===== config.mk =====
export PLATFORM = sky130hd
export DESIGN_NAME = infix_to_postfix_converter_core
export DESIGN_NICKNAME = d
export VERILOG_FILES = /design/src/design/i2p_pkg.sv /design/src/design/i2p_cell.sv /design/src/design/i2p_hold.sv /design/src/design/infix_to_postfix_converter_core.sv
export SDC_FILE = /design/constraint.sdc
export NUM_CORES = 1
export LEC_CHECK = 0
export BUFFER_PORTS_ARGS = -buffer_cell sky130_fd_sc_hd__buf_2
export CAP_MARGIN = 0
export CORE_ASPECT_RATIO = 0.7
export CORE_MARGIN = 4
export CORE_UTILIZATION = 55
export CTS_CLUSTER_DIAMETER = 150
export DETAILED_ROUTE_END_ITERATION = 10
export PLACE_DENSITY = 0.78
export SYNTH_ARGS = -nofsm -noshare
export SYNTH_HDL_FRONTEND = slang
export SYNTH_SLANG_ARGS = --single-unit

===== constraint.sdc =====
create_clock -name aclk -period 7.9 [get_ports aclk]
set_input_delay 0.79 -clock aclk [delete_from_list [all_inputs] [get_ports aclk]]
set_output_delay 0.79 -clock aclk [all_outputs]
set_load 0.1 [all_outputs]

===== src/design/i2p_pkg.sv =====
package i2p_pkg;

    typedef enum logic [2:0] {
        CODE_NONE = 3'd0,
        CODE_OPEN = 3'd1,
        CODE_ADD  = 3'd2,
        CODE_SUB  = 3'd3,
        CODE_MUL  = 3'd4,
        CODE_DIV  = 3'd5,
        CODE_POW  = 3'd6
    } code_t;

    localparam logic [7:0] CH_PLUS  = 8'h2B;
    localparam logic [7:0] CH_MINUS = 8'h2D;
    localparam logic [7:0] CH_STAR  = 8'h2A;
    localparam logic [7:0] CH_SLASH = 8'h2F;
    localparam logic [7:0] CH_POW   = 8'h24;
    localparam logic [7:0] CH_LPAR  = 8'h28;
    localparam logic [7:0] CH_RPAR  = 8'h29;
    localparam logic [7:0] CH_NUL   = 8'h00;

    localparam logic [1:0] STAT_OK  = 2'd0;
    localparam logic [1:0] STAT_OVF = 2'd1;
    localparam logic [1:0] STAT_UNM = 2'd2;

    localparam int IN_TDATA_W  = 8;
    localparam int OUT_TDATA_W = 16;

    // stack cell shift control
    typedef struct packed {
        logic push;
        logic pop;
    } shift_t;

    // one result beat toward the output stage
    typedef struct packed {
        logic       valid;
        logic [7:0] chr;
        logic [1:0] status;
    } res_t;

    // end of item: release the held beat, or a bare end marker
    typedef struct packed {
        logic       valid;
        logic       last;
        logic [1:0] status;
    } fin_t;

    function automatic code_t op_code(input logic [7:0] ch);
        code_t c;
        unique case (ch)
            CH_PLUS:  c = CODE_ADD;
            CH_MINUS: c = CODE_SUB;
            CH_STAR:  c = CODE_MUL;
            CH_SLASH: c = CODE_DIV;
            CH_POW:   c = CODE_POW;
            default:  c = CODE_NONE;
        endcase
        return c;
    endfunction

    function automatic logic [7:0] code_char(input code_t c);
        logic [7:0] ch;
        unique case (c)
            CODE_OPEN: ch = CH_LPAR;
            CODE_ADD:  ch = CH_PLUS;
            CODE_SUB:  ch = CH_MINUS;
            CODE_MUL:  ch = CH_STAR;
            CODE_DIV:  ch = CH_SLASH;
            CODE_POW:  ch = CH_POW;
            default:   ch = CH_NUL;
        endcase
        return ch;
    endfunction

    function automatic logic [1:0] code_weight(input code_t c);
        logic [1:0] w;
        unique case (c) inside
            CODE_ADD, CODE_SUB: w = 2'd1;
            CODE_MUL, CODE_DIV: w = 2'd2;
            CODE_POW:           w = 2'd3;
            default:            w = 2'd0;
        endcase
        return w;
    endfunction

    function automatic logic is_operand(input logic [7:0] ch);
        return (ch >= 8'h30 && ch <= 8'h39) || (ch >= 8'h41 && ch <= 8'h5A) ||
               (ch >= 8'h61 && ch <= 8'h7A);
    endfunction

endpackage


===== src/design/i2p_cell.sv =====
module i2p_cell (
    input  logic             aclk,
    input  i2p_pkg::shift_t  shift_i,
    input  i2p_pkg::code_t   up_i,
    input  i2p_pkg::code_t   down_i,
    output i2p_pkg::code_t   q_o
);

    i2p_pkg::code_t code_reg;

    always_ff @(posedge aclk) begin
        if (shift_i.push) begin
            code_reg <= up_i;
        end else if (shift_i.pop) begin
            code_reg <= down_i;
        end
    end

    assign q_o = code_reg;

endmodule


===== src/design/i2p_hold.sv =====
module i2p_hold (
    input  logic                              aclk,
    input  logic                              aresetn,
    input  i2p_pkg::res_t                     res_i,
    output logic                              res_rdy_o,
    input  i2p_pkg::fin_t                     fin_i,
    output logic                              fin_rdy_o,
    output logic                              m_tvalid,
    input  logic                              m_tready,
    output logic [i2p_pkg::OUT_TDATA_W-1:0]   m_tdata,  // [7:0] out_char, [9:8] status
    output logic [0:0]                        m_tuser,  // [0] char_valid
    output logic                              m_tlast   // last_of_expr
);

    logic       hold_valid_reg, hold_valid_next;
    logic [7:0] hold_char_reg, hold_char_next;
    logic [1:0] hold_stat_reg, hold_stat_next;

    logic       out_valid_reg, out_valid_next;
    logic [7:0] out_char_reg, out_char_next;
    logic [1:0] out_stat_reg, out_stat_next;
    logic       out_cv_reg, out_cv_next;
    logic       out_last_reg, out_last_next;

    logic out_free;

    assign out_free  = !out_valid_reg || m_tready;
    assign res_rdy_o = !hold_valid_reg || out_free;
    assign fin_rdy_o = out_free;

    always_comb begin
        hold_valid_next = hold_valid_reg;
        hold_char_next  = hold_char_reg;
        hold_stat_next  = hold_stat_reg;
        out_valid_next  = out_valid_reg && !m_tready;
        out_char_next   = out_char_reg;
        out_stat_next   = out_stat_reg;
        out_cv_next     = out_cv_reg;
        out_last_next   = out_last_reg;

        if (res_i.valid && res_rdy_o) begin
            if (hold_valid_reg) begin
                out_valid_next = 1'b1;
                out_char_next  = hold_char_reg;
                out_stat_next  = hold_stat_reg;
                out_cv_next    = 1'b1;
                out_last_next  = 1'b0;
            end
            hold_valid_next = 1'b1;
            hold_char_next  = res_i.chr;
            hold_stat_next  = res_i.status;
        end else if (fin_i.valid && fin_rdy_o) begin
            if (hold_valid_reg) begin
                out_valid_next  = 1'b1;
                out_char_next   = hold_char_reg;
                out_stat_next   = hold_stat_reg;
                out_cv_next     = 1'b1;
                out_last_next   = fin_i.last;
                hold_valid_next = 1'b0;
            end else if (fin_i.last) begin
                out_valid_next = 1'b1;
                out_char_next  = i2p_pkg::CH_NUL;
                out_stat_next  = fin_i.status;
                out_cv_next    = 1'b0;
                out_last_next  = 1'b1;
            end
        end
    end

    always_ff @(posedge aclk) begin
        if (!aresetn) begin
            hold_valid_reg <= 1'b0;
            out_valid_reg  <= 1'b0;
        end else begin
            hold_valid_reg <= hold_valid_next;
            out_valid_reg  <= out_valid_next;
        end
        hold_char_reg <= hold_char_next;
        hold_stat_reg <= hold_stat_next;
        out_char_reg  <= out_char_next;
        out_stat_reg  <= out_stat_next;
        out_cv_reg    <= out_cv_next;
        out_last_reg  <= out_last_next;
    end

    assign m_tvalid = out_valid_reg;
    assign m_tdata  = {{(i2p_pkg::OUT_TDATA_W - 10){1'b0}}, out_stat_reg, out_char_reg};
    assign m_tuser  = out_cv_reg;
    assign m_tlast  = out_last_reg;

`ifndef NO_ASSERTIONS
    a_one_req: assert property (@(posedge aclk) disable iff (!aresetn)
        !(res_i.valid && fin_i.valid))
        else $error("result and finish requested together");

    a_fin_drains: assert property (@(posedge aclk) disable iff (!aresetn)
        fin_i.valid && fin_rdy_o |=> !hold_valid_reg)
        else $error("held beat survived finish");

    a_marker_last: assert property (@(posedge aclk) disable iff (!aresetn)
        m_tvalid && !m_tuser[0] |-> m_tlast && m_tdata[7:0] == i2p_pkg::CH_NUL)
        else $error("bare marker not last or not empty");
`endif

endmodule


===== src/design/infix_to_postfix_converter_core.sv =====
// Channel  Dir  tdata                         tuser          tlast
// s_       in   [7:0] in_char                 -              end_of_expr
// m_       out  [7:0] out_char, [9:8] status  [0] char_valid last_of_expr
//
// An item passes through the accept and execute states, then a flush state that
// empties the stack when it ends an expression, then the finish state; execute
// pops as the character needs. The stack is a shift chain of cells, one push or pop
// per cycle. Reset clears count, status and handshake state; the cells hold no
// reset. m_tready low stalls the pop sequence through the output hold stage.
module infix_to_postfix_converter_core #(
    parameter int STACK_DEPTH = 16
) (
    input  logic                              aclk,
    input  logic                              aresetn,
    input  logic                              s_tvalid,
    output logic                              s_tready,
    input  logic [i2p_pkg::IN_TDATA_W-1:0]    s_tdata,  // [7:0] in_char
    input  logic                              s_tlast,  // end_of_expr
    output logic                              m_tvalid,
    input  logic                              m_tready,
    output logic [i2p_pkg::OUT_TDATA_W-1:0]   m_tdata,  // [7:0] out_char, [9:8] status
    output logic [0:0]                        m_tuser,  // [0] char_valid
    output logic                              m_tlast   // last_of_expr
);

    localparam int CNT_W = $clog2(STACK_DEPTH + 1);
    localparam logic [CNT_W-1:0] FULL = CNT_W'(STACK_DEPTH);

    typedef enum logic [4:0] {
        S_IDLE  = 5'b00001,
        S_EXEC  = 5'b00010,
        S_FLUSH = 5'b00100,
        S_FIN   = 5'b01000,
        S_SPARE = 5'b10000
    } state_t;

    state_t           state_reg, state_next;
    logic [7:0]       char_reg;
    logic             last_reg;
    logic [CNT_W-1:0] count_reg, count_next;
    logic [CNT_W-1:0] open_reg, open_next;
    logic [1:0]       status_reg, status_next;

    i2p_pkg::shift_t  shift;
    i2p_pkg::code_t   push_code;
    i2p_pkg::code_t   cell_q [STACK_DEPTH];
    i2p_pkg::code_t   top_code, cur_code;
    i2p_pkg::res_t    res;
    i2p_pkg::fin_t    fin;
    logic             res_rdy, fin_rdy;
    logic             push_req;
    logic             pop_ok;
    logic             stk_empty;
    logic [1:0]       cur_w, top_w;
    state_t           after_item;

    genvar gi;
    generate
        for (gi = 0; gi < STACK_DEPTH; gi++) begin : g_cell
            i2p_pkg::code_t up_c, down_c;
            if (gi == 0) begin : g_head
                assign up_c = push_code;
            end else begin : g_mid
                assign up_c = cell_q[gi-1];
            end
            if (gi == STACK_DEPTH - 1) begin : g_tail
                assign down_c = cell_q[gi];
            end else begin : g_body
                assign down_c = cell_q[gi+1];
            end
            i2p_cell u_cell (
                .aclk    (aclk),
                .shift_i (shift),
                .up_i    (up_c),
                .down_i  (down_c),
                .q_o     (cell_q[gi])
            );
        end
    endgenerate

    assign top_code   = cell_q[0];
    assign cur_code   = i2p_pkg::op_code(char_reg);
    assign cur_w      = i2p_pkg::code_weight(cur_code);
    assign top_w      = i2p_pkg::code_weight(top_code);
    assign stk_empty  = (count_reg == '0);
    assign after_item = last_reg ? S_FLUSH : S_FIN;
    assign pop_ok     = !stk_empty && top_code != i2p_pkg::CODE_OPEN &&
                        !(top_w < cur_w || (top_w == cur_w && top_code == i2p_pkg::CODE_POW));
    assign s_tready   = (state_reg == S_IDLE);

    always_comb begin
        state_next  = state_reg;
        count_next  = count_reg;
        open_next   = open_reg;
        status_next = status_reg;
        shift       = '0;
        push_req    = 1'b0;
        push_code   = (char_reg == i2p_pkg::CH_LPAR) ? i2p_pkg::CODE_OPEN : cur_code;
        res         = '0;
        res.status  = status_reg;
        res.chr     = i2p_pkg::code_char(top_code);
        fin         = '0;
        fin.last    = last_reg;
        fin.status  = status_reg;

        unique case (state_reg)
            S_IDLE: begin
                if (s_tvalid) begin
                    state_next = S_EXEC;
                    if (s_tdata[7:0] == i2p_pkg::CH_RPAR && open_reg == '0 &&
                        status_reg == i2p_pkg::STAT_OK) begin
                        status_next = i2p_pkg::STAT_UNM;
                    end
                end
            end
            S_EXEC: begin
                if (cur_code != i2p_pkg::CODE_NONE) begin
                    if (pop_ok) begin
                        res.valid = 1'b1;
                        if (res_rdy) begin
                            shift.pop  = 1'b1;
                            count_next = count_reg - CNT_W'(1);
                        end
                    end else begin
                        push_req   = 1'b1;
                        state_next = after_item;
                    end
                end else if (i2p_pkg::is_operand(char_reg)) begin
                    res.valid = 1'b1;
                    res.chr   = char_reg;
                    if (res_rdy) begin
                        state_next = after_item;
                    end
                end else if (char_reg == i2p_pkg::CH_LPAR) begin
                    push_req   = 1'b1;
                    state_next = after_item;
                end else if (char_reg == i2p_pkg::CH_RPAR) begin
                    if (!stk_empty && top_code != i2p_pkg::CODE_OPEN) begin
                        res.valid = 1'b1;
                        if (res_rdy) begin
                            shift.pop  = 1'b1;
                            count_next = count_reg - CNT_W'(1);
                        end
                    end else begin
                        if (!stk_empty) begin
                            shift.pop  = 1'b1;
                            count_next = count_reg - CNT_W'(1);
                            open_next  = open_reg - CNT_W'(1);
                        end
                        state_next = after_item;
                    end
                end else begin
                    state_next = after_item;
                end
            end
            S_FLUSH: begin
                if (!stk_empty) begin
                    res.valid = 1'b1;
                    if (res_rdy) begin
                        shift.pop  = 1'b1;
                        count_next = count_reg - CNT_W'(1);
                        if (top_code == i2p_pkg::CODE_OPEN) begin
                            open_next = open_reg - CNT_W'(1);
                        end
                    end
                end else begin
                    state_next = S_FIN;
                end
            end
            S_FIN: begin
                fin.valid = 1'b1;
                if (fin_rdy) begin
                    state_next = S_IDLE;
                    if (last_reg) begin
                        status_next = i2p_pkg::STAT_OK;
                    end
                end
            end
            default: begin
                state_next = S_IDLE;
            end
        endcase

        if (push_req) begin
            if (count_reg < FULL) begin
                shift.push = 1'b1;
                count_next = count_reg + CNT_W'(1);
                if (push_code == i2p_pkg::CODE_OPEN) begin
                    open_next = open_reg + CNT_W'(1);
                end
            end else if (status_reg == i2p_pkg::STAT_OK) begin
                status_next = i2p_pkg::STAT_OVF;
            end
        end
    end

    always_ff @(posedge aclk) begin
        if (!aresetn) begin
            state_reg  <= S_IDLE;
            count_reg  <= '0;
            open_reg   <= '0;
            status_reg <= i2p_pkg::STAT_OK;
        end else begin
            state_reg  <= state_next;
            count_reg  <= count_next;
            open_reg   <= open_next;
            status_reg <= status_next;
        end
        if (s_tvalid && s_tready) begin
            char_reg <= s_tdata[7:0];
            last_reg <= s_tlast;
        end
    end

    i2p_hold u_hold (
        .aclk      (aclk),
        .aresetn   (aresetn),
        .res_i     (res),
        .res_rdy_o (res_rdy),
        .fin_i     (fin),
        .fin_rdy_o (fin_rdy),
        .m_tvalid  (m_tvalid),
        .m_tready  (m_tready),
        .m_tdata   (m_tdata),
        .m_tuser   (m_tuser),
        .m_tlast   (m_tlast)
    );

`ifndef NO_ASSERTIONS
    a_open_bound: assert property (@(posedge aclk) disable iff (!aresetn)
        open_reg <= count_reg)
        else $error("open paren count exceeds stack count");

    a_count_bound: assert property (@(posedge aclk) disable iff (!aresetn)
        count_reg <= FULL)
        else $error("stack count beyond depth");

    a_status_clear: assert property (@(posedge aclk) disable iff (!aresetn)
        state_reg == S_FIN && last_reg && fin_rdy |=> status_reg == i2p_pkg::STAT_OK)
        else $error("status not cleared after expression end");
`endif

endmodule

Yosys cells after proc, flatten, opt, wreduce, memory -nomap -nowiden
Index checks and enable logic that the tools add are counted.
Widths: inputs -> output; s select.
{"block": "totals", "register_bits": 98, "latchBits": 0, "ram_bits": 0, "romBits": 0, "in_bits": 13, "word_cells": 245, "memories": 0}
{"block": "op_classes", "addsub": 4, "multipliers": 0, "div_mod_pow": 0, "n_lt_le_gt_ge": 8, "eq_ne": 33, "shifts": 0, "n_mux": 135, "n_bitwise": 0, "n_reduce_logical": 35}
{"cell": "$mux 5", "n": 33}
{"cell": "$mux 3", "n": 31}
{"cell": "$eq 8x6->1 const B", "n": 8}
{"cell": "$mux 8", "n": 8}
{"cell": "$mux 1", "n": 40}
{"cell": "$pmux 6 s6", "n": 1}
{"cell": "$mux 2", "n": 12}
{"cell": "$pmux 5 s2", "n": 2}
{"cell": "$pmux 5 s4", "n": 1}
{"cell": "$eq 3x3->1 const B", "n": 6}
{"cell": "$ge 8x7->1 const B", "n": 2}
{"cell": "$le 8x7->1 const B", "n": 2}
{"cell": "$pmux 3 s5", "n": 1}
{"cell": "$eq 3x2->1 const B", "n": 4}
{"cell": "$logic_and 1x1->1", "n": 12}
{"cell": "$pmux 2 s3", "n": 2}
{"cell": "$add 5x1->5 const B", "n": 2}
{"cell": "$logic_not 5->1", "n": 2}
{"cell": "$sub 5x1->5 const B", "n": 2}
{"cell": "$ge 8x6->1 const B", "n": 1}
{"cell": "$le 8x6->1 const B", "n": 1}
{"cell": "$reduce_or 2->1", "n": 4}
{"cell": "$eq 3x1->1 const B", "n": 2}
{"cell": "$ne 6x6->1 const B", "n": 1}
{"cell": "22 further kinds", "n": 35}

Longest topological paths before layout
Gate-level depths: netlist of the first run.
{"block": "logic_depth", "ltp_word": 16, "ltp_mapped": 12, "mapped_depth_nobuf": 10}

Cells and area by module
A second synthesis of the first run with hierarchy kept.
{"block": "unflattened", "cells_unflattened": 401, "area_unflattened_um2": 5068.6}
{"mod": "i2p_cell", "instances": 16, "cells_per_inst": 7, "area_per_inst_um2": 130.1, "seq_area_each_um2": 90.1}
{"mod": "infix_to_postfix_converter_core", "instances": 1, "cells_per_inst": 233, "area_per_inst_um2": 2049.5, "seq_area_each_um2": 590.6}
{"mod": "i2p_hold", "instances": 1, "cells_per_inst": 56, "area_per_inst_um2": 937.1, "seq_area_each_um2": 700.7}

Worst setup path before layout of the first run
No wires, ideal clock.
{"block": "synth_path", "path_type": "reg-to-reg", "startpoint": "register state_reg[1]", "endpoint": "register char_reg[0] (enable)", "setup_time_ns": 0.352, "arrival_time_ns": 4.228, "slack_ns": 3.319, "stages_incl_launch_ff": 3, "synth_period_minus_slack_ns": 4.581, "cell_sequence": "dfxtp_1 nor4b_1 and2_1"}
{"block": "synth_via", "elab_chain_len": 2}
{"item": "from (decl)", "line": "infix_to_postfix_converter_core.sv:37", "source": "state_t state_reg, state_next;"}
{"item": "from (signal assigned)", "line": "infix_to_postfix_converter_core.sv:204", "source": "state_reg <= state_next;"}
{"item": "$eq 5x1->1", "line": "infix_to_postfix_converter_core.sv:89", "source": "assign s_tready = (state_reg == S_IDLE);"}
{"item": "net s_tready", "line": "infix_to_postfix_converter_core.sv:16", "source": "output logic s_tready,"}
{"item": "$logic_and 1x1->1", "line": "infix_to_postfix_converter_core.sv:209", "source": "if (s_tvalid && s_tready) begin"}
{"item": "to (signal assigned)", "line": "infix_to_postfix_converter_core.sv:210", "source": "char_reg <= s_tdata[7:0];"}
{"item": "to (decl)", "line": "infix_to_postfix_converter_core.sv:38", "source": "logic [7:0] char_reg;"}
The timed path passes the listed nets, and every way through them passes these cells.
A chain may end at the register's enable or synchronous reset.

Worst setup path after layout of the first run
{"block": "layout_path", "startpoint": "register char_reg[4]", "endpoint": "register g_cell[6].u_cell.code_reg[0] (enable)"}
{"block": "layout_via", "elab_chain_len": 15, "word_cells_on_any_way": 47}
{"item": "$eq 8x6->1", "line": "i2p_pkg.sv:51", "source": "unique case (ch)"}
{"item": "$pmux 3 s5", "line": "i2p_pkg.sv:51"}
{"item": "$eq 3x3->1 / $eq 3x2->1 (equally long branches)", "line": "infix_to_postfix_converter_core.sv:83", "source": "assign cur_w = i2p_pkg::code_weight(cur_code);"}
{"item": "$reduce_or 2->1", "line": "i2p_pkg.sv:78", "source": "unique case (c) inside"}
{"item": "$pmux 2 s3", "line": "i2p_pkg.sv:78"}
{"item": "$eq 2x2->1", "line": "infix_to_postfix_converter_core.sv:88", "source": "!(top_w < cur_w || (top_w == cur_w && top_code == i2p_pkg::CODE_POW));"}
{"item": "$logic_and 1x1->1", "line": "infix_to_postfix_converter_core.sv:88"}
{"item": "$logic_or 1x1->1", "line": "infix_to_postfix_converter_core.sv:88"}
{"item": "$logic_not 1->1", "line": "infix_to_postfix_converter_core.sv:88"}
{"item": "$logic_and 1x1->1", "line": "infix_to_postfix_converter_core.sv:87", "source": "assign pop_ok = !stk_empty && top_code != i2p_pkg::CODE_OPEN &&"}
{"item": "$mux 1", "line": "infix_to_postfix_converter_core.sv:118", "source": "if (pop_ok) begin"}
{"item": "$mux 1", "line": "infix_to_postfix_converter_core.sv:117", "source": "if (cur_code != i2p_pkg::CODE_NONE) begin"}
{"item": "$mux 1", "line": "infix_to_postfix_converter_core.sv:106", "source": "unique case (state_reg)"}
{"item": "$mux 1", "line": "infix_to_postfix_converter_core.sv:184", "source": "if (push_req) begin"}
{"item": "$reduce_bool 2->1 (no source line) *"}
{"item": "to (signal assigned)", "line": "i2p_cell.sv:13", "source": "code_reg <= up_i;"}
{"item": "to (signal assigned)", "line": "i2p_cell.sv:15", "source": "code_reg <= down_i;"}
{"item": "to (decl)", "line": "i2p_cell.sv:9", "source": "i2p_pkg::code_t code_reg;"}
Every way passes the cells marked *; elsewhere a longest branch is shown, timed or not.

==> impl_results.md, run 1 <==
* Setup TNS at 0 ps
* DP Area at 0.00520 sq mm
* Hold Path End: g_cell[15].u_cell.q_o[0]$_DFFE_PP_
* CTS root buf: clkbuf_16
* Worst r2r path cells at 10
* CTS tree: built
* Hold Crit Class: reg2reg
* Total CTS buffers at 9
* Nets at 540
* Post-synth EDFFs at 79
* Crit share post-route at 0.580
* Netlist cell types at 67
* Total GRT Usage at 0.205
* Kind of critical path: reg2reg
* Outcome: completed
* Register area share after synthesis at 0.542
* Chip Width at 122 um
* Core area at slightly below 0.009 sq mm
* First-pass GRT wire length at between 15000 and 20000 um
* Critical path fanouts, max at 45
* RD Place Congestion at ~0.93
* Max FFs per register at 48
* Drt wl/cell at 16.1 um
* Critical path cell sequence: nor4b_2 > o21ai_0 > ha_1 > nand4_1 > o22ai_1 > o2111ai_1 > nand2_1 > buf_4 > a21oi_1 > nand2_2
* Arrival @ worst endpoint at 4550 ps
* Post-Syn Instances at 509
* Largest net degree at the start of global routing at 49
* Post-CTS setup buffers at 0
* H-tree Lvls at 3
* FF-to-FF End: g_cell[6].u_cell.q_o[0]$_DFFE_PP_
* PortBufs at 26
* RSZ-0062 raised after global routing: false
* PD cells at roughly 190 mW/mm^2
* Hold Startpoint: g_cell[14].u_cell.q_o[0]$_DFFE_PP_
* DIE AREA at between 0.01 and 0.015 sq mm
* Via/cell ratio at 5.88
* CP delay by family, top: simple AND/OR/NAND/NOR gates
* Row Count at 28
* P_leak at 2.12 nW
* Total number of vias at 3791
* Max Root-Sink Buffers at 2
* Setup Skew at 9.85 ps
* Count of final setup violators at 0
* Placed wire-length estimate at roughly 7200 um
* Synth Warn # at 0
* Crit start category: register
* Iteration-0 DRC Markers at 382
* Top_reg_cell synth: edfxtp_1
* Total Wirelength at between 10000 and 15000 um
* Final hold vios at 0
* Final Non-Filler Cells at 645
* Boundary Pins at 33
* Fmax at roughly 0.22 GHz
* Seq cells post-synth at 97
* Worst skew pair latency at 350 ps
* Clock-pin slew on the worst setup and hold paths at approximately 70 ps
* Post-synth ARST share at 0
* Peak supply drop at 0.131 mV
* DRC at 0
* DR pass1 iterations at 5
* Crit path capture type: register
* Tot Pwr at 0.00107 W
* Placed Cells at 629
* Post-Syn Area at 0.00504 sq mm
* CP Buf/Inv Count at 1
* CP required at 7860 ps
* Final Core Density at 0.635
* Clk sinks at 97
* Height of the chip at around 88 um
* CP max-delay cell: nor4b_2
* Antenna cells at 0
* Worst-Margin Slew at 1060 ps
* Max_cap viols at 0
* Layout cell share with drive strength beyond 1 at 0.122
* Starting Density at 0.581
* Vias in the first global route at around 3500
* Routed Antenna Nets at 0
* CP peak stage delay at 900 ps
* Filler cell count at 726
* P&R area growth vs syn at 9.40%
* Post-route cell area at ~0.0055 sq mm
* Post_cts resized at 0
* Hold Buf Count CTS at 0
* R2R setup slack at 3320 ps
* GR Overflow Total at 0
* Min cycle time layout at 4580 ps
* Reg2Reg Launch Point: char_reg[4]$_DFFE_PP_
* Final Max Tran Viols at 0
* Hold path depth at 0
* Avg Cell Area, Syn at just under 10 sq um
* Antenna violations before repair at 0
* Slew headroom at 0.295
## worst reg2reg max path, delay by kind of cell (launching register included)
family                     cells  cell delay [ps]
AOI/OAI and AO/OA              4             1020
adders and majority gates      1              370
buffers and inverters          1              400
DFF                            1              480
and+or+nand+nor                4             1910
## metrics by stage
stage,setup WS (ps),hold slack (ps)
after CTS,3340,459
after global routing,2830,475
after detailed placement,3370,450
after floorplan,3320,426
final,3320,454
after global placement,3540,437
## layout by cell type (no fill, tap or decap), drive strengths merged, types with 3 or more instances in the layout
master,count
inv,13
or4,4
and2,13
nand2,160
a41oi,5
nand3,9
o211ai,3
a211oi,3
nor3,5
xnor2,6
ha,7
xor2,4
nand4,6
nor2b,4
dfxtp,18
o21ai,18
and3,7
o221ai,3
a21boi,4
edfxtp,79
buf,29
or4b,4
nor2,20
nor4b,7
o31ai,3
mux2,5
conb,7
nor3b,4
a21oi,18
clkbuf,9
or3,4
a31oi,8
clkinv,3
## layout make-up
cell class              instances  area (sq um)  share of cell area
clock buffers                   9           225              0.0408
clock inverters                 7          92.6              0.0168
inverters                      10          37.5             0.00680
multi-input cells             373          2130               0.385
flip-flops and latches         97          2730               0.495
well taps                     120           150              0.0272
repair buffers                 29           153              0.0277
## kinds of logic after synthesis
group                    after synthesis  share of synthesized area
multiplexers                           7                     0.0151
flip-flops                            97                      0.542
AND/OR/NAND/NOR                      257                      0.248
XOR/XNOR                              10                     0.0174
buffers and inverters                 45                     0.0452
AO/OA/AOI/OAI                         85                      0.114
other                                  1                   0.000744
adder cells (fa/ha/maj)                7                     0.0174
## Yosys cell counts (6+ instances only)
cell type	n	area [sq um]
and2_1	13	81.3
a31oi_1	8	50.1
nor2_1	18	67.6
and3_1	7	43.8
o21ai_0	17	85.1
inv_1	10	37.5
nand2_1	159	597
clkbuf_1	16	60.1
ha_1	7	87.6
buf_4	9	67.6
xnor2_1	6	52.6
dfxtp_1	18	360
buf_2	8	40.0
edfxtp_1	79	2370
nand3_1	9	45.0
a21oi_1	17	85.1
## worst max-delay path by stage
stage               slack (ps)  cells past startpoint                       from                            endpoint
floorplan                 3320                      2  state_reg[1]$_SDFFE_PN0P_               char_reg[0]$_DFFE_PP_
global placement          3540                     10      char_reg[4]$_DFFE_PP_  g_cell[11].u_cell.q_o[2]$_DFFE_PP_
detailed placement        3370                     10      char_reg[4]$_DFFE_PP_  g_cell[12].u_cell.q_o[2]$_DFFE_PP_
CTS                       3340                     10      char_reg[4]$_DFFE_PP_   g_cell[6].u_cell.q_o[0]$_DFFE_PP_
global route              2830                     10      char_reg[4]$_DFFE_PP_   g_cell[6].u_cell.q_o[0]$_DFFE_PP_
finish                    3320                     10      char_reg[4]$_DFFE_PP_   g_cell[6].u_cell.q_o[0]$_DFFE_PP_
## per-layer routing
metal / global-route usage / vias to the layer above / wire length (um)
met4: 0.0467 / 0 / 132
met1: 0.281 / 1806 / 4750
met5: 0 / - / 0
li1: - / 1831 / -
met3: 0.0652 / 15 / 835
met2: 0.322 / 139 / 4670
## power breakdown
part | switching, W | internal, W | leakage (nW)
Combinational | 0.0000395 | 0.0000141 | 1.11
Clock | 0.000203 | 0.000254 | 0.155
Sequential | 0.00000953 | 0.000552 | 0.858
(Power assumes the default switching activity.)
==> inputs of run 2 (changes only) <==
--- a/config.mk
+++ b/config.mk
@@ -5,6 +5,7 @@
 export SDC_FILE = /design/constraint.sdc
 export NUM_CORES = 1
 export LEC_CHECK = 0
+export ABC_AREA = 1
 export BUFFER_PORTS_ARGS = -buffer_cell sky130_fd_sc_hd__buf_2
 export CAP_MARGIN = 0
 export CORE_ASPECT_RATIO = 0.7
@@ -12,7 +13,7 @@
 export CORE_UTILIZATION = 55
 export CTS_CLUSTER_DIAMETER = 150
 export DETAILED_ROUTE_END_ITERATION = 10
-export PLACE_DENSITY = 0.78
+export PLACE_DENSITY = 0.81
 export SYNTH_ARGS = -nofsm -noshare
 export SYNTH_HDL_FRONTEND = slang
 export SYNTH_SLANG_ARGS = --single-unit
==> constraint.sdc (replaced) <==
create_clock -name aclk -period 4 [get_ports aclk]
set_input_delay 0.4 -clock aclk [delete_from_list [all_inputs] [get_ports aclk]]
set_output_delay 0.4 -clock aclk [all_outputs]
set_load 0.1 [all_outputs]
==> run 2 against run 1 <==
Compared with the run above: clock skew down 2.3 ps; synthesized area is 9.1% higher; fmax up 37%; global-route usage increased by 0.73 points; largest power group unchanged; highest routed layer unchanged; cell count up 25%; sequential power grew 99%; combinational power increased to 3.9 times the previous value; clock power up 100%; hold slack got worse by 230 ps; worst setup slack lost 2700 ps.
==> impl_results.md, run 2 <==
* PortBufs at 26 (unchanged)
* Slew headroom at 0.303 (+0.00741)
* RSZ-0062 raised after global routing: false
* Hold Buf Count CTS at 0 (unchanged)
* Crit share post-route at 0.835 (+0.255)
* Total number of vias at 4459 (+18%)
* FF-to-FF End: g_cell[11].u_cell.q_o[1]$_DFFE_PP_
* P&R area growth vs syn at 8.87%
* Antenna violations before repair at 0 (unchanged)
* Commonest non-fill, non-tap cell in the layout: nand2_1
* Critical path fanouts, max at 45 (unchanged)
* Synth Warn # at 0 (unchanged)
* Kind of critical path: reg2reg
* Min cycle time layout at 3340 ps (-1240 ps)
* Worst-Margin Slew at 1040 ps (-17.2 ps)
* Ranking of synthesized cells by area: edfxtp_1, nand2_1, dfxtp_1
* Post-synth ARST share at 0 (unchanged)
* H-tree Lvls at 3 (unchanged)
* Hold Crit Class: in2reg
* Total Wirelength at 11700 um (+13%)
* Starting Density at 0.566 (-0.0145)
* CP peak stage delay at 490 ps (-410 ps)
* Tot Pwr at 0.00225 W (+110%)
* Post-CTS setup buffers at 0 (unchanged)
* Drt wl/cell at 14.6 um (-9.7%)
* Seq cells post-synth at 97 (unchanged)
* CTS root buf: clkbuf_16
* DR pass1 iterations at 6 (+1)
* Arrival @ worst endpoint at 3320 ps (-1230 ps)
* Count of final setup violators at 0 (unchanged)
* GR Overflow Total at 0 (unchanged)
* P_leak at 2.59 nW (+22%)
* Final Non-Filler Cells at 807 (+25%)
* Max FFs per register at 48 (unchanged)
* Post-synth EDFFs at 79 (unchanged)
* DP Area at 0.00567 sq mm (+9.0%)
* Via/cell ratio at 5.53 (-6.0%)
* DIE AREA at 0.0117 sq mm (+8.4%)
* Area of the multi-input gates at 0.00228 sq mm (+7.2%)
* Critical path cell sequence: inv_2 > nand2_2 > nor2_8 > inv_1 > nor4_1 > nand2_1 > nand3_1 > ha_1 > nand2_1 > nor2_1 > nor2_1 > nand2_4 > inv_2 > nand2_2 > o21a_1 > o21ai_4 > buf_4
* Post-synth top area cell: edfxtp_1
* Post-route cell area at 0.00599 sq mm (+8.6%)
* CP Capture Point: g_cell[11].u_cell.q_o[1]$_DFFE_PP_
* CTS tree: built
* Vias in the first global route at 4179 (+20%)
* CP max-delay cell: buf_4
* Register area share after synthesis at 0.497 (-0.0452)
* Worst skew pair latency at 350 ps (about the same)
* Setup TNS at 0 ps (unchanged)
* Chip Width at 128 um (+4.2%)
* Post-Syn Instances at 650 (+28%)
* Avg Cell Area, Syn at 8.47 sq um (-15%)
* Routed Antenna Nets at 0 (unchanged)
* Netlist cell types at 44 (-34%)
* CP Launch Point: char_reg[4]$_DFFE_PP_
* Post_cts resized at 0 (unchanged)
* Max Root-Sink Buffers at 2 (unchanged)
* Core area at 0.00972 sq mm (+12%)
* DRC at 0 (unchanged)
* Setup Skew at 7.53 ps (-2.32 ps)
* Peak supply drop at 0.195 mV (+48%)
* Reg2Reg Launch Point: char_reg[4]$_DFFE_PP_
* Placed wire-length estimate at 8320 um (+16%)
* Row Count at 30 (+7.1%)
* Clk sinks at 97 (unchanged)
* Crit path capture type: register
* Final Max Tran Viols at 0 (unchanged)
* Total GRT Usage at 0.212 (+0.00728)
* First-pass GRT wire length at 20000 um (+17%)
* PD cells at 375 mW/mm^2 (+93%)
* Worst r2r path cells at 17 (+7)
* Largest net degree at the start of global routing at 55 (+12%)
* Total CTS buffers at 9 (unchanged)
* Post-Syn Area at 0.00550 sq mm (+9.1%)
* Outcome: completed
* Layout cell share with drive strength beyond 1 at 0.175 (+0.0534)
* Storage element area at 0.00273 sq mm (unchanged)
* Max_cap viols at 0 (unchanged)
* Filler cell count at 807 (+11%)
* RD Place Congestion at 0.980 (+4.9%)
* Fmax at 0.300 GHz (+37%)
* R2R setup slack at 660 ps (-2660 ps)
* Final hold vios at 0 (unchanged)
* Placed Cells at 791 (+26%)
* Nets at 694 (+29%)
* Top_reg_cell synth: edfxtp_1
* Commonest cells post-synth: nand2_1, edfxtp_1, inv_1, nor2_1, o21ai_0
* Count leader, synth: nand2_1
* Crit start category: register
* Boundary Pins at 33 (unchanged)
* Height of the chip at 91.7 um (+4.0%)
* CP required at 3980 ps (-3880 ps)
* Clock-pin slew on the worst setup and hold paths at 70 ps (about the same)
* Share of the synthesized area in the top cell type at 0.431 (-0.0392)
* Most frequent cells in the layout: nand2_1, edfxtp_1, inv_1
* Antenna cells at 0 (unchanged)
* Iteration-0 DRC Markers at 551 (+44%)
-- run 2: kinds of logic after synthesis --
| kind of cell | after synthesis | synth area share |
|---|---|---|
| AO/OA/AOI/OAI | 101 | 0.101 |
| flip-flops | 97 | 0.497 |
| XOR/XNOR | 10 | 0.0159 |
| adder cells (fa/ha/maj) | 7 | 0.0159 |
| buffers and inverters | 110 | 0.0950 |
| other | 1 | 0.000681 |
| AND/OR/NAND/NOR | 324 | 0.275 |
-- run 2: worst min-delay path by stage --
stage / start / end / slack, ps / cells after the start
floorplan: g_cell[14].u_cell.q_o[0]$_DFFE_PP_ / g_cell[15].u_cell.q_o[0]$_DFFE_PP_ / 430 / 0
global placement: g_cell[14].u_cell.q_o[0]$_DFFE_PP_ / g_cell[15].u_cell.q_o[0]$_DFFE_PP_ / 460 / 0
detailed placement: g_cell[14].u_cell.q_o[1]$_DFFE_PP_ / g_cell[15].u_cell.q_o[1]$_DFFE_PP_ / 450 / 0
CTS: s_tlast / last_reg$_DFFE_PP_ / 220 / 1
global route: s_tlast / last_reg$_DFFE_PP_ / 220 / 1
finish: s_tlast / last_reg$_DFFE_PP_ / 230 / 1
-- run 2: final cells by class --
cell class / count / area share
clock buffers: 9 / 0.0376
clock inverters: 7 / 0.0159
inverters: 85 / 0.0537
multi-input cells: 449 / 0.381
flip-flops and latches: 97 / 0.456
well taps: 128 / 0.0267
repair buffers: 32 / 0.0292
-- run 2: layer usage --
layer,track usage,part of all wire,routed length (um)
met5,0,0,0
met4,0.0554,0.012,138
met3,0.0565,0.076,888
met2,0.319,0.45,5270
met1,0.304,0.46,5450
-- run 2: worst max-delay path: cells and delay by family (launching register included) --
kind                     cells  cell delay (ps)
AND/OR/NAND/NOR             10             1180
buffers and inverters        4              780
flip-flops                   1              420
AO/OA/AOI/OAI                2              330
adder cells (fa/ha/maj)      1              240
-- run 2: power by group --
| part | total (W) | switching, W | internal [W] |
|---|---|---|---|
| clock network | 0.000911 | 0.000407 | 0.000504 |
| logic | 0.000211 | 0.000164 | 0.0000472 |
| registers | 0.00112 | 0.0000191 | 0.00110 |
-- run 2: metrics by stage --
| stage | hold slack (ps) | setup WS [ps] | utilization |
|---|---|---|---|
| after floorplan | 427 | 353 | - |
| after global placement | 456 | 830 | 0.583 |
| after detailed placement | 445 | 697 | 0.583 |
| after CTS | 219 | 672 | 0.616 |
| after global routing | 223 | 361 | 0.616 |
| final | 226 | 661 | 0.616 |
